### config.mk
export PLATFORM = sky130hd
export DESIGN_NAME = sampled_polynomial_byte_hash_unit
export DESIGN_NICKNAME = d
export VERILOG_FILES = /design/src/hdl/sphash_pkg.sv /design/src/hdl/sphash_front.sv /design/src/hdl/sphash_queue.sv /design/src/hdl/sphash_back.sv /design/src/hdl/sampled_polynomial_byte_hash_unit.sv
export SDC_FILE = /design/constraint.sdc
export NUM_CORES = 1
export LEC_CHECK = 0
export BUFFER_PORTS_ARGS = -buffer_cell sky130_fd_sc_hd__buf_2
export CAP_MARGIN = 30
export CORE_MARGIN = 1.5
export CORE_UTILIZATION = 50
export CTS_CLUSTER_DIAMETER = 30
export DETAILED_ROUTE_END_ITERATION = 10
export PLACE_DENSITY_LB_ADDON = 0.15
export SYNTH_ARGS = -nofsm -noshare
export SYNTH_HDL_FRONTEND = slang
export SYNTH_HIERARCHICAL = 1
export SYNTH_SLANG_ARGS = --single-unit
### constraint.sdc
create_clock -name aclk -period 6.91 [get_ports aclk]
set_clock_uncertainty 0.05 [all_clocks]
set_input_delay 0.691 -clock aclk [delete_from_list [all_inputs] [get_ports aclk]]
set_output_delay 0.691 -clock aclk [all_outputs]
set_load 0.01 [all_outputs]
### src/hdl/sphash_pkg.sv
// ----------------------------------------------------------------------------
// sphash_pkg
// Types and constants shared by the sampled polynomial byte hash unit.
// ----------------------------------------------------------------------------
package sphash_pkg;

    localparam int unsigned BYTE_W       = 8;
    localparam int unsigned LEN_W        = 31;
    localparam int unsigned HASH_W       = 32;
    localparam int unsigned SHAMT_W      = 5;
    localparam int unsigned QUEUE_DEPTH  = 4;

    localparam logic [LEN_W-1:0] SHORT_LIMIT  = 31'd64;
    localparam logic [LEN_W-1:0] WINDOW_BYTES = 31'd16;
    localparam logic [LEN_W-1:0] HALF_BACKOFF = 31'd8;
    localparam logic [LEN_W-1:0] POS_MAX      = 31'h7FFF_FFFF;

    typedef struct packed {
        logic [BYTE_W-1:0] data_byte;
        logic [LEN_W-1:0]  data_length;
        logic              last_byte;
    } in_item_t;

    typedef struct packed {
        logic [HASH_W-1:0] hash_value;
        logic              length_error;
    } out_item_t;

    // Classified item handed from front to back
    typedef struct packed {
        logic [BYTE_W-1:0]  data_byte;
        logic               selected;
        logic               last;
        logic               error;
        logic [SHAMT_W-1:0] shamt;
    } cmd_t;

endpackage

### src/hdl/sphash_front.sv
// ----------------------------------------------------------------------------
// sphash_front
// Accepts input transfers, tracks the byte position and classifies each byte.
// ----------------------------------------------------------------------------
module sphash_front
    import sphash_pkg::*;
(
    input  logic     aclk,
    input  logic     aresetn,
    input  logic     s_valid,
    output logic     s_ready,
    input  in_item_t s_data,
    input  logic     q_full,
    output logic     q_push,
    output cmd_t     q_cmd
);

    logic [LEN_W-1:0] pos_reg;
    logic [LEN_W-1:0] pos_next;
    logic [LEN_W-1:0] len;
    logic [LEN_W-1:0] mid;
    logic [LEN_W-1:0] expect_pos;
    logic             sel;

    assign len     = s_data.data_length;
    assign s_ready = !q_full;
    assign q_push  = s_valid && !q_full;

    always_comb begin
        mid        = (len >> 1) - HALF_BACKOFF;
        expect_pos = (len == '0) ? '0 : len - 1'b1;
        if (pos_reg >= len) begin
            sel = 1'b0;
        end else if (len < SHORT_LIMIT) begin
            sel = 1'b1;
        end else if (pos_reg < WINDOW_BYTES) begin
            sel = 1'b1;
        end else if (pos_reg >= mid && pos_reg < mid + WINDOW_BYTES) begin
            sel = 1'b1;
        end else if (pos_reg >= len - WINDOW_BYTES) begin
            sel = 1'b1;
        end else begin
            sel = 1'b0;
        end
    end

    always_comb begin
        q_cmd.data_byte = s_data.data_byte;
        q_cmd.selected  = sel;
        q_cmd.last      = s_data.last_byte;
        q_cmd.error     = (pos_reg != expect_pos);
        q_cmd.shamt     = len[SHAMT_W-1:0];
    end

    always_comb begin
        pos_next = pos_reg;
        if (q_push) begin
            if (s_data.last_byte) begin
                pos_next = '0;
            end else if (pos_reg < POS_MAX) begin
                pos_next = pos_reg + 1'b1;
            end
        end
    end

    always_ff @(posedge aclk) begin
        if (!aresetn) begin
            pos_reg <= '0;
        end else begin
            pos_reg <= pos_next;
        end
    end

endmodule

### src/hdl/sphash_queue.sv
// ----------------------------------------------------------------------------
// sphash_queue
// Small FIFO of classified items between front and back.
// ----------------------------------------------------------------------------
module sphash_queue
    import sphash_pkg::*;
#(
    parameter int unsigned DEPTH = QUEUE_DEPTH
) (
    input  logic aclk,
    input  logic aresetn,
    input  logic push,
    input  cmd_t push_cmd,
    output logic full,
    input  logic pop,
    output cmd_t pop_cmd,
    output logic empty
);

    localparam int unsigned PTR_W = $clog2(DEPTH);
    localparam int unsigned CNT_W = $clog2(DEPTH + 1);

    cmd_t             mem [DEPTH];
    logic [PTR_W-1:0] wr_ptr_reg;
    logic [PTR_W-1:0] wr_ptr_next;
    logic [PTR_W-1:0] rd_ptr_reg;
    logic [PTR_W-1:0] rd_ptr_next;
    logic [CNT_W-1:0] count_reg;
    logic [CNT_W-1:0] count_next;

    assign full    = (count_reg == CNT_W'(DEPTH));
    assign empty   = (count_reg == '0);
    assign pop_cmd = mem[rd_ptr_reg];

    always_comb begin
        wr_ptr_next = wr_ptr_reg;
        rd_ptr_next = rd_ptr_reg;
        if (push) begin
            wr_ptr_next = (wr_ptr_reg == PTR_W'(DEPTH - 1)) ? '0 : wr_ptr_reg + 1'b1;
        end
        if (pop) begin
            rd_ptr_next = (rd_ptr_reg == PTR_W'(DEPTH - 1)) ? '0 : rd_ptr_reg + 1'b1;
        end
        count_next  = count_reg;
        if (push && !pop) begin
            count_next = count_reg + 1'b1;
        end else if (pop && !push) begin
            count_next = count_reg - 1'b1;
        end
    end

    always_ff @(posedge aclk) begin
        if (push) begin
            mem[wr_ptr_reg] <= push_cmd;
        end
    end

    always_ff @(posedge aclk) begin
        if (!aresetn) begin
            wr_ptr_reg <= '0;
            rd_ptr_reg <= '0;
            count_reg  <= '0;
        end else begin
            wr_ptr_reg <= wr_ptr_next;
            rd_ptr_reg <= rd_ptr_next;
            count_reg  <= count_next;
        end
    end

endmodule

### src/hdl/sphash_back.sv
// ----------------------------------------------------------------------------
// sphash_back
// Runs the base-257 accumulator and drives the registered result channel.
// ----------------------------------------------------------------------------
module sphash_back
    import sphash_pkg::*;
(
    input  logic      aclk,
    input  logic      aresetn,
    input  logic      q_empty,
    input  cmd_t      q_cmd,
    output logic      q_pop,
    output logic      m_valid,
    input  logic      m_ready,
    output out_item_t m_data
);

    logic [HASH_W-1:0] acc_reg;
    logic [HASH_W-1:0] acc_next;
    logic [HASH_W-1:0] acc_upd;
    logic              m_valid_reg;
    logic              m_valid_next;
    out_item_t         m_data_reg;
    out_item_t         m_data_next;
    logic              out_free;

    assign out_free = !m_valid_reg || m_ready;
    assign q_pop    = !q_empty && (!q_cmd.last || out_free);
    assign m_valid  = m_valid_reg;
    assign m_data   = m_data_reg;

    always_comb begin
        // acc * 257 as shift-add
        acc_upd = q_cmd.selected
                ? (acc_reg << 8) + acc_reg + HASH_W'(q_cmd.data_byte)
                : acc_reg;
        acc_next     = acc_reg;
        m_valid_next = m_valid_reg && !m_ready;
        m_data_next  = m_data_reg;
        if (q_pop) begin
            acc_next = acc_upd;
            if (q_cmd.last) begin
                acc_next                 = '0;
                m_valid_next             = 1'b1;
                m_data_next.hash_value   = acc_upd + (acc_upd << q_cmd.shamt);
                m_data_next.length_error = q_cmd.error;
            end
        end
    end

    always_ff @(posedge aclk) begin
        m_data_reg <= m_data_next;
    end

    always_ff @(posedge aclk) begin
        if (!aresetn) begin
            acc_reg     <= '0;
            m_valid_reg <= 1'b0;
        end else begin
            acc_reg     <= acc_next;
            m_valid_reg <= m_valid_next;
        end
    end

endmodule

### src/hdl/sampled_polynomial_byte_hash_unit.sv
// ----------------------------------------------------------------------------
// sampled_polynomial_byte_hash_unit
// Sampled base-257 polynomial hash over a byte stream, one byte per transfer.
// ----------------------------------------------------------------------------
//  channel  direction  payload      handshake
//  s_       in         in_item_t    s_valid / s_ready
//  m_       out        out_item_t   m_valid / m_ready
//
//  One byte transfer per cycle sustained while the queue is not full; the front classifies
//  and queues it, the back pops it and folds selected bytes into the accumulator.
//  A hash is registered onto m_ when the back pops its last byte from the queue and m_ is free.
//  aresetn (synchronous) clears position, queue, accumulator and m_valid.
//  A stalled m_ lets the queue fill; s_ready drops only when it is full.
// ----------------------------------------------------------------------------
module sampled_polynomial_byte_hash_unit
    import sphash_pkg::*;
#(
    parameter int unsigned DEPTH = QUEUE_DEPTH
) (
    input  logic      aclk,
    input  logic      aresetn,
    input  logic      s_valid,
    output logic      s_ready,
    input  in_item_t  s_data,
    output logic      m_valid,
    input  logic      m_ready,
    output out_item_t m_data
);

    logic q_full;
    logic q_push;
    logic q_empty;
    logic q_pop;
    cmd_t push_cmd;
    cmd_t pop_cmd;

    sphash_front u_front (
        .aclk    (aclk),
        .aresetn (aresetn),
        .s_valid (s_valid),
        .s_ready (s_ready),
        .s_data  (s_data),
        .q_full  (q_full),
        .q_push  (q_push),
        .q_cmd   (push_cmd)
    );

    sphash_queue #(
        .DEPTH (DEPTH)
    ) u_queue (
        .aclk     (aclk),
        .aresetn  (aresetn),
        .push     (q_push),
        .push_cmd (push_cmd),
        .full     (q_full),
        .pop      (q_pop),
        .pop_cmd  (pop_cmd),
        .empty    (q_empty)
    );

    sphash_back u_back (
        .aclk    (aclk),
        .aresetn (aresetn),
        .q_empty (q_empty),
        .q_cmd   (pop_cmd),
        .q_pop   (q_pop),
        .m_valid (m_valid),
        .m_ready (m_ready),
        .m_data  (m_data)
    );

endmodule
### Word-level counts from Yosys, hierarchy flattened

Memories as Yosys holds them, arrays and structs flattened. A register that Yosys moved wholly into a read port is not among the register bits.
Index checks and enable logic that the tools add are counted.

| cells by class | value |
|---|---|
| add/sub/neg operators | 12 |
| order comparisons | 7 |
| equality and inequality tests | 4 |
| shift-type cells | 1 |
| mux-type cells | 20 |
| reductions and logical operators | 21 |

Operator list:

| cell | count |
|---|---|
| $ge A31 B31 Y1 | 3 |
| $mux W31 | 3 |
| $add A32 B32 Y32 | 2 |
| $mux W32 | 2 |
| $add A32 B8 Y32 | 1 |
| $shl A32 B5 Y32 | 1 |
| $add A31 B1 Y31 const B | 1 |
| $add A31 B5 Y31 const B | 1 |
| $logic_not A31 Y1 | 1 |
| $lt A31 B31 Y1 | 1 |
| $lt A31 B31 Y1 const B | 1 |
| $lt A31 B5 Y1 const B | 1 |
| $lt A31 B7 Y1 const B | 1 |
| $ne A31 B31 Y1 | 1 |
| $sub A30 B4 Y31 const B | 1 |
| $sub A31 B1 Y31 const B | 1 |
| $sub A31 B5 Y31 const B | 1 |
| $mux W1 | 9 |
| $mux W2 | 4 |
| $logic_not A1 Y1 | 7 |
| $logic_and A1 B1 Y1 | 6 |
| $mux W3 | 2 |
| $add A2 B1 Y2 const B | 2 |
| $eq A2 B2 Y1 const B | 2 |
| other kinds (7) | 10 |

| word-level totals | value |
|---|---|
| input port bits | 44 |
| flip-flop bits (word level) | 104 |
| RAM bits | 64 |
| memories | 1 |
| word-level logic and storage cells | 74 |
| output and inout bits | 35 |

Memory list:

| memory | depth | bits a word | read ports | clocked after Yosys merged registers in | write ports | RTL line | source |
|---|---|---|---|---|---|---|---|
| u_queue.mem | 4 | 16 | 1 | 1 | 1 | sphash_queue.sv:23 | `cmd_t mem [DEPTH];` |

### Depth between registers and ports, before layout

Gate-level depths: netlist of run 1.

| logic depth | value |
|---|---|
| depth in word-level cells | 8 |
| mapped depth | 28 |
| gate-level depth less buffers | 26 |

### Cells and area by module

Netlist of run 1, hierarchy kept.

Modules (own cells, without submodules):

| module | area an instance (µm²) | seq. area each (µm²) | cells each | instances |
|---|---|---|---|---|
| sphash_back | 7925.1 | 1651.6 | 985 | 1 |
| sphash_front | 6710.2 | 620.6 | 900 | 1 |
| sphash_queue | 2803.9 | 2102.0 | 128 | 1 |

### Worst setup path before layout of run 1

OpenSTA, ideal clock, no wires.

| path | value |
|---|---|
| kind | register to register |
| from | register (tool-made name) |
| to | register u_back.m_data_reg, in the netlist u_back/m_data[29], data pin |
| stages on the path, launching flop included | 23 |
| buffers on the path | 1 |
| period minus slack after synthesis | 5.911 ns |
| slack | 0.999 ns |
| data required time | 6.595 ns |
| arrival time | 5.596 ns |
| library setup time | 0.265 ns |
| cell sequence | dfxtp_1 buf_6 mux4_1 ha_1 fa_1 a211oi_2 o211ai_1 and3b_1 o31ai_1 a31oi_2 mux2_2 mux4_2 mux2i_1 and2_1 ha_1 a21o_1 a21o_1 a221o_1 a31oi_1 o21ai_0 a41oi_1 a21oi_1 xor2_1 |

RTL lines:

| item | RTL line | source |
|---|---|---|
| to (signal assigned) | sphash_back.sv:52 | `m_data_reg <= m_data_next;` |
| to (decl) | sphash_back.sv:23 | `out_item_t m_data_reg;` |

==> run_results.csv, run 1 <==
group,metric,value,unit
place,dp.cells,2472,
floorplanning,core.rowCount,68,
detailed_routing,viasPerCell,6.283,
cts,root_buffer,"clkbuf_16",
place,port_buffers,78,
setup_path,cp_data_required_time,7.05,ns
detailed_routing,drtIter0Drc,1190,
global_routing,use_met3,0.03081,
synth,synth.avg_cell_area,8.663,sq um
global_routing,grt_max_degree,42,
setup_path,reg2reg_depth,25,
cts,cts_buffer_depth,2,
final_layout,fin_nets,2273,
final_layout,final_common_cell,"ha_1",
floorplanning,start_util,0.5061,
power,clkPwrFrac,0.138,
timing,rsz0062_at_grt,"no",
setup_path,regToRegEndpoint,"u_back/m_data[32]$_DFFE_PP_",
synth,netlist_area,17440,sq um
synth,synthFlopType,"edfxtp_1",
synth,synth-edff-count,97,
global_routing,met1_usage,0.3816,
detailed_routing,wire_per_inst,21.94,um
power,power,0.007403,W
power,leakagePower,8.095,nW
power,p_switching,0.003585,W
timing,fin_crit_sh,0.9536,
cts,cts_buffers,17,
power,power_density,390.7,nW/um^2
detailed_routing,ant_nets,0,
final_layout,final_cell_mix,"ha_1 (190), nor2_1 (179), nand2_1 (140)",
timing,maxSlewHeadroom,0.3541,
place,post-dp-hpwl,43.03,mm
detailed_routing,via_count,15732,
power,ir_drop,0.3376,mV
final_layout,regArea,4374,sq um
synth,ys_types,105,
detailed_routing,post-route-drc-count,0,
global_routing,grt_pass1_wl,85.75,mm
timing,fmax,0.1518,GHz
final_layout,utilization,0.5499,
timing,slew_violations,0,
final_layout,nFillCells,3221,
timing,hold_viol_final,0,
final_layout,layoutNonFillerInstCount,2504,
power,seqPwrFrac,0.207,
synth,syn_nets,2250,
global_routing,antenna_found_initial,0,
run_status,status,"finished clean",
synth,synth_top_area_frac,0.1670,
timing,setup_viol_count_final,0,
global_routing,grtUsageMet2,0.5431,
hold_path,hp-class,"in2reg",
power,p_int,0.003819,W
synth,yosysWarnings,6,
hold_path,min_from,"s_data[34]",
setup_path,worstSetupStartpointType,"flip-flop",
synth,ys_seq_area_frac,0.2508,
final_layout,multi_input_area,12280,sq um
timing,tns,0,ns
cts,numClockSinks,170,
synth,synth_seq_cells,170,
detailed_routing,drtPass1Iterations,5,
detailed_routing,drt-total-wl,54.95,mm
cts,cts_tree,"yes",
floorplanning,ios,79,
hold_path,holdPathStages,1,
setup_path,reg2reg_slack,0.32,ns
global_routing,busiest_layer,"met2",
hold_path,hold_end,"u_queue/mem[2][10]$_DFFE_PP_",
cts,clock_latency,0.46,ns
floorplanning,die_x,189.8,um
global_routing,grt.overflow.total,0,
floorplanning,core,34460,sq um
setup_path,critical_path_class,"reg2reg",
timing,fin_crit,6.589,ns
setup_path,crit_fanout,14,
setup_path,arrival,6.73,ns
global_routing,grt_pass1_vias,15077,
synth,yosys-top-cells-area,"edfxtp_1 (17%), ha_1 (14%), dfxtp_1 (8.4%), xnor2_1 (5.4%), nor2_1 (3.9%)",
synth,yosysTopAreaCell,"edfxtp_1",
cts,path_clk_slew,0.07,ns
timing,worstMarginPinSlew,0.9601,ns
final_layout,synthToLayoutAreaGrowth,8.645,%
timing,whs,0.4095,ns
floorplanning,die_area,36010,sq um
run,cap_violations,0,
place,gp_congestion,0.9627,
synth,async_flop_share,0,
synth,synthCells,2013,
power,p_sw_frac,0.4842,
final_layout,largest_register_ffs,64,
global_routing,gr-usage-all-layers,0.3070,
cts,post_cts_buffers,0,
final_layout,drive_gt1_frac,0.1215,
cts,htreeDepth,4,
power,combPwrFrac,0.655,
setup_path,cp-end-kind,"flip-flop",
floorplanning,die_h,189.8,um
final_layout,antenna_cells,0,
[cell type report]
class	instances	share of cell area
Clock buffer	17	0.02245
Sequential cell	170	0.2309
Multi-Input combinational cell	1632	0.6480
Timing Repair Buffer	117	0.03863
Inverter	98	0.01941
Tap cell	455	0.03005
Clock inverter	15	0.01057
[synth_stat cells, drive strengths merged, types with 8 or more instances]
cell,count
mux2,22
edfxtp,97
nor2,182
a22oi,29
and2,26
mux2i,58
nor2b,47
nor3b,9
mux4,28
clkbuf,65
buf,48
o22ai,10
o211ai,20
nand2,140
a21oi,123
a31oi,12
xnor2,107
and4,11
nand3,47
o21ai,98
and3,17
dfxtp,73
inv,95
o21bai,8
nor4,28
ha,190
o31ai,10
nand4,58
or3,21
a211oi,26
xor2,45
o21a,16
nor3,60
a21o,72
[critical path: stages (launching register included)]
cell       delay, ns
dfxtp_1         0.43
buf_12          0.20
mux4_1          0.63
ha_1            0.42
o211ai_1        0.28
o21ai_2         0.13
a31oi_2         0.25
o221ai_1        0.19
xnor2_1         0.24
mux4_2          0.56
mux2i_1         0.27
mux2i_1         0.15
a21oi_1         0.17
nor2_1          0.06
ha_1            0.38
nand3_1         0.17
o211ai_1        0.13
a21oi_1         0.24
o21a_1          0.18
o2111ai_2       0.17
nand2_1         0.10
nor2_1          0.06
nor2_1          0.11
a21oi_1         0.10
a211oi_1        0.24
xnor3_1         0.42
[logic make-up after synthesis]
kind of cell | synth area share
flops | 0.2508
fa+ha+maj | 0.1398
buf+inv | 0.05194
mux | 0.08495
compound gates | 0.1911
simple gates | 0.2025
xor+xnor | 0.07892
[worst max path at each step]
stage	startpoint	to	slack, ns	cells past startpoint
2_1_floorplan	flip-flop	u_back/m_data[29]$_DFFE_PP_	1.0	22
3_3_place_gp	flip-flop	u_back/m_data[32]$_DFFE_PP_	0.24	25
3_5_place_dp	flip-flop	u_back/m_data[32]$_DFFE_PP_	0.21	25
4_1_cts	flip-flop	u_back/m_data[29]$_DFFE_PP_	0.16	21
5_1_grt	flip-flop	u_back/m_data[32]$_DFFE_PP_	0.0007	24
6_report	flip-flop	u_back/m_data[32]$_DFFE_PP_	0.32	25
[metal layers]
metal | wire length, um | up-vias | share of wire
met5 | 0 | - | 0
met4 | 2009 | 0 | 0.037
met3 | 2242 | 116 | 0.041
met2 | 27140 | 471 | 0.49
met1 | 23550 | 7596 | 0.43
li1 | - | 7549 | -
[what timing repair did]
action | in CTS | in global routing
resized for setup | 0 | 20
endpoints found under the hold margin | 0 | 0
hold buffers | 0 | 0
endpoints found under the setup margin | 0 | 8
[power groups by stage]
stage | clock (W) | combinational, W | sequential [W]
after global routing | 0.00108 | 0.00527 | 0.00156
after CTS | 0.00104 | 0.00470 | 0.00153
final | 0.00102 | 0.00485 | 0.00153
after global placement | 0 | 0.00463 | 0.00155
after floorplan | 0 | 0.00327 | 0.00157
after detailed placement | 0 | 0.00467 | 0.00155
[metrics by stage]
step / cell area [sq um] / setup WS, ns
detailed placement: 18210 / 0.2146
CTS: 18830 / 0.1645
global route: 18950 / 0.0006679
floorplan: 17440 / 0.9987
global placement: 18150 / 0.2400
finish: 18950 / 0.3207
No activity file was read; power rests on OpenSTA's default activity.
==> run 2: changes to the inputs <==
Clock period 6.91 ns to 6.2 ns, I/O delays scaled along.
==> run_results.csv, run 2 (same netlist as run 1, synthesis figures left out) <==
group,metric,value,unit
power,p_switching,0.004285,W
setup_path,critical_path_class,"reg2reg",
setup_path,reg2reg_slack,0.27,ns
final_layout,fin_nets,2369,
place,post_dp_cell_area,18800,sq um
final_layout,final_common_cell,"ha_1",
detailed_routing,viasPerCell,6.267,
power,p_int,0.004916,W
floorplanning,die_h,189.8,um
global_routing,grt.overflow.total,0,
hold_path,min_from,"s_data[35]",
setup_path,worstSetupStartpointType,"flip-flop",
setup_path,reg2reg_depth,28,
floorplanning,start_util,0.5061,
power,p_sw_frac,0.4657,
setup_path,worst_path_largest_cell_delay,0.63,ns
detailed_routing,via_count,16294,
final_layout,final_cell_area,19780,sq um
setup_path,critPathTopFamily,"compound AO/OA/AOI/OAI gates",
run_status,status,"finished clean",
global_routing,grt_pass1_wl,88.35,mm
cts,root_buffer,"clkbuf_16",
detailed_routing,drtPass1Iterations,6,
final_layout,drive_gt1_frac,0.1776,
power,power,0.009200,W
global_routing,grt_pass1_vias,15861,
detailed_routing,drtIter0Drc,1226,
setup_path,cp-end-kind,"flip-flop",
detailed_routing,drt-total-wl,55.77,mm
floorplanning,ios,79,
place,port_buffers,78,
hold_path,holdPathStages,1,
final_layout,final_cell_mix,"ha_1 (186), nor2_1 (179), nand2_1 (140)",
cts,clock_latency,0.46,ns
power,seqPwrFrac,0.186,
power,combPwrFrac,0.693,
hold_path,hold_end,"u_queue/mem[1][11]$_DFFE_PP_",
setup_path,cp_data_required_time,6.35,ns
timing,fin_crit,5.932,ns
timing,fin_crit_sh,0.9567,
final_layout,regArea,4375,sq um
timing,worstMarginPinSlew,1.033,ns
timing,tns,0,ns
power,clkPwrFrac,0.121,
cts,cts_tree,"yes",
timing,fmax,0.1686,GHz
timing,setup_viol_count_final,0,
final_layout,largest_register_ffs,64,
place,post-dp-hpwl,43.94,mm
cts,numClockSinks,170,
cts,cts_buffers,17,
setup_path,path_buf_inv,5,
timing,slew_violations,0,
final_layout,multi_input_area,12440,sq um
setup_path,regToRegEndpoint,"u_back/m_data[28]$_DFFE_PP_",
floorplanning,die_x,189.8,um
power,power_density,465.1,nW/um^2
final_layout,utilization,0.5741,
floorplanning,die_area,36010,sq um
detailed_routing,ant_nets,0,
hold_path,hp-class,"in2reg",
power,ir_drop,0.3575,mV
floorplanning,core,34460,sq um
cts,htreeDepth,4,
floorplanning,core.rowCount,68,
run,cap_violations,0,
cts,path_clk_slew,0.07,ns
setup_path,crit_fanout,6,
setup_path,arrival,6.08,ns
detailed_routing,post-route-drc-count,0,
final_layout,antenna_cells,0,
global_routing,gr-usage-all-layers,0.3144,
detailed_routing,wire_per_inst,21.45,um
place,gp_congestion,0.9555,
final_layout,nFillCells,3152,
global_routing,grt_max_degree,42,
timing,maxSlewHeadroom,0.3094,
cts,cts_buffer_depth,2,
setup_path,slowest_stage,"mux4_1",
power,leakagePower,8.527,nW
setup_path,cpMostUsedCell,"buf_4",
cts,postCtsHoldBufs,0,
timing,hold_viol_final,0,
global_routing,antenna_found_initial,0,
final_layout,synthToLayoutAreaGrowth,13.43,%
-- run 2: cell types whose count changed in the layout (fill, tap and decap cells not counted), moves of 3 or more --
cell | previous run | this run
a21oi_1 | 120 | 109
a21oi_2 | 3 | 14
buf_4 | 35 | 134
ha_1 | 190 | 186
inv_6 | 6 | 3
inv_8 | 3 | 6
mux2i_1 | 55 | 47
mux2i_2 | 2 | 9
o21ai_0 | 89 | 84
o21ai_1 | 7 | 10
-- run 2: worst max-delay path by stage --
stage               startpoint                     endpoint  slack, ns  depth (start not counted)
global placement     flip-flop  u_back/m_data[29]$_DFFE_PP_      -0.06                         21
floorplan            flip-flop  u_back/m_data[29]$_DFFE_PP_       0.29                         22
detailed placement   flip-flop  u_back/m_data[29]$_DFFE_PP_      -0.14                         21
CTS                  flip-flop  u_back/m_data[32]$_DFFE_PP_       0.01                         27
global route         flip-flop  u_back/m_data[28]$_DFFE_PP_      -0.01                         26
finish               flip-flop  u_back/m_data[28]$_DFFE_PP_       0.27                         28
-- run 2: timing repair --
item / 4_1_cts / 5_1_grt
endpoints found under the setup margin: 5 / 9
gates resized for setup: 18 / 46
setup buffers: 5 / 7
pin swaps: 3 / 19
-- run 2: per-layer routing --
layer,up-vias,GRT usage,wire (um)
li1,7715,-,-
met1,7909,0.3901,23650
met2,524,0.5337,26800
met3,146,0.04962,2726
met4,0,0.1490,2594
met5,-,0,0
-- run 2: per-stage QoR --
step	worst slack, ns	cells	hold slack [ns]
finish	0.2684	2600	0.3277
global route	-0.01239	2600	0.3146
CTS	0.01066	2593	0.3098
detailed placement	-0.1438	2556	0.4534
global placement	-0.05557	2555	0.4399
floorplan	0.2887	2013	0.4224
-- run 2: power groups by stage --
| stage | logic (W) | registers, W | clock network, W |
|---|---|---|---|
| 2_1_floorplan | 0.00364 | 0.00175 | 0 |
| 3_3_place_gp | 0.00581 | 0.00173 | 0 |
| 3_5_place_dp | 0.00588 | 0.00173 | 0 |
| 4_1_cts | 0.00602 | 0.00171 | 0.00114 |
| 5_1_grt | 0.00689 | 0.00174 | 0.00118 |
| 6_report | 0.00638 | 0.00171 | 0.00111 |
-- run 2: cell type report --
class	instances	area share
clock buffer	19	0.02404
clock inverter	13	0.007021
inverter	98	0.01860
multi-input combinational	1632	0.6288
sequential	170	0.2212
tap	455	0.02878
timing repair buffer	213	0.07160
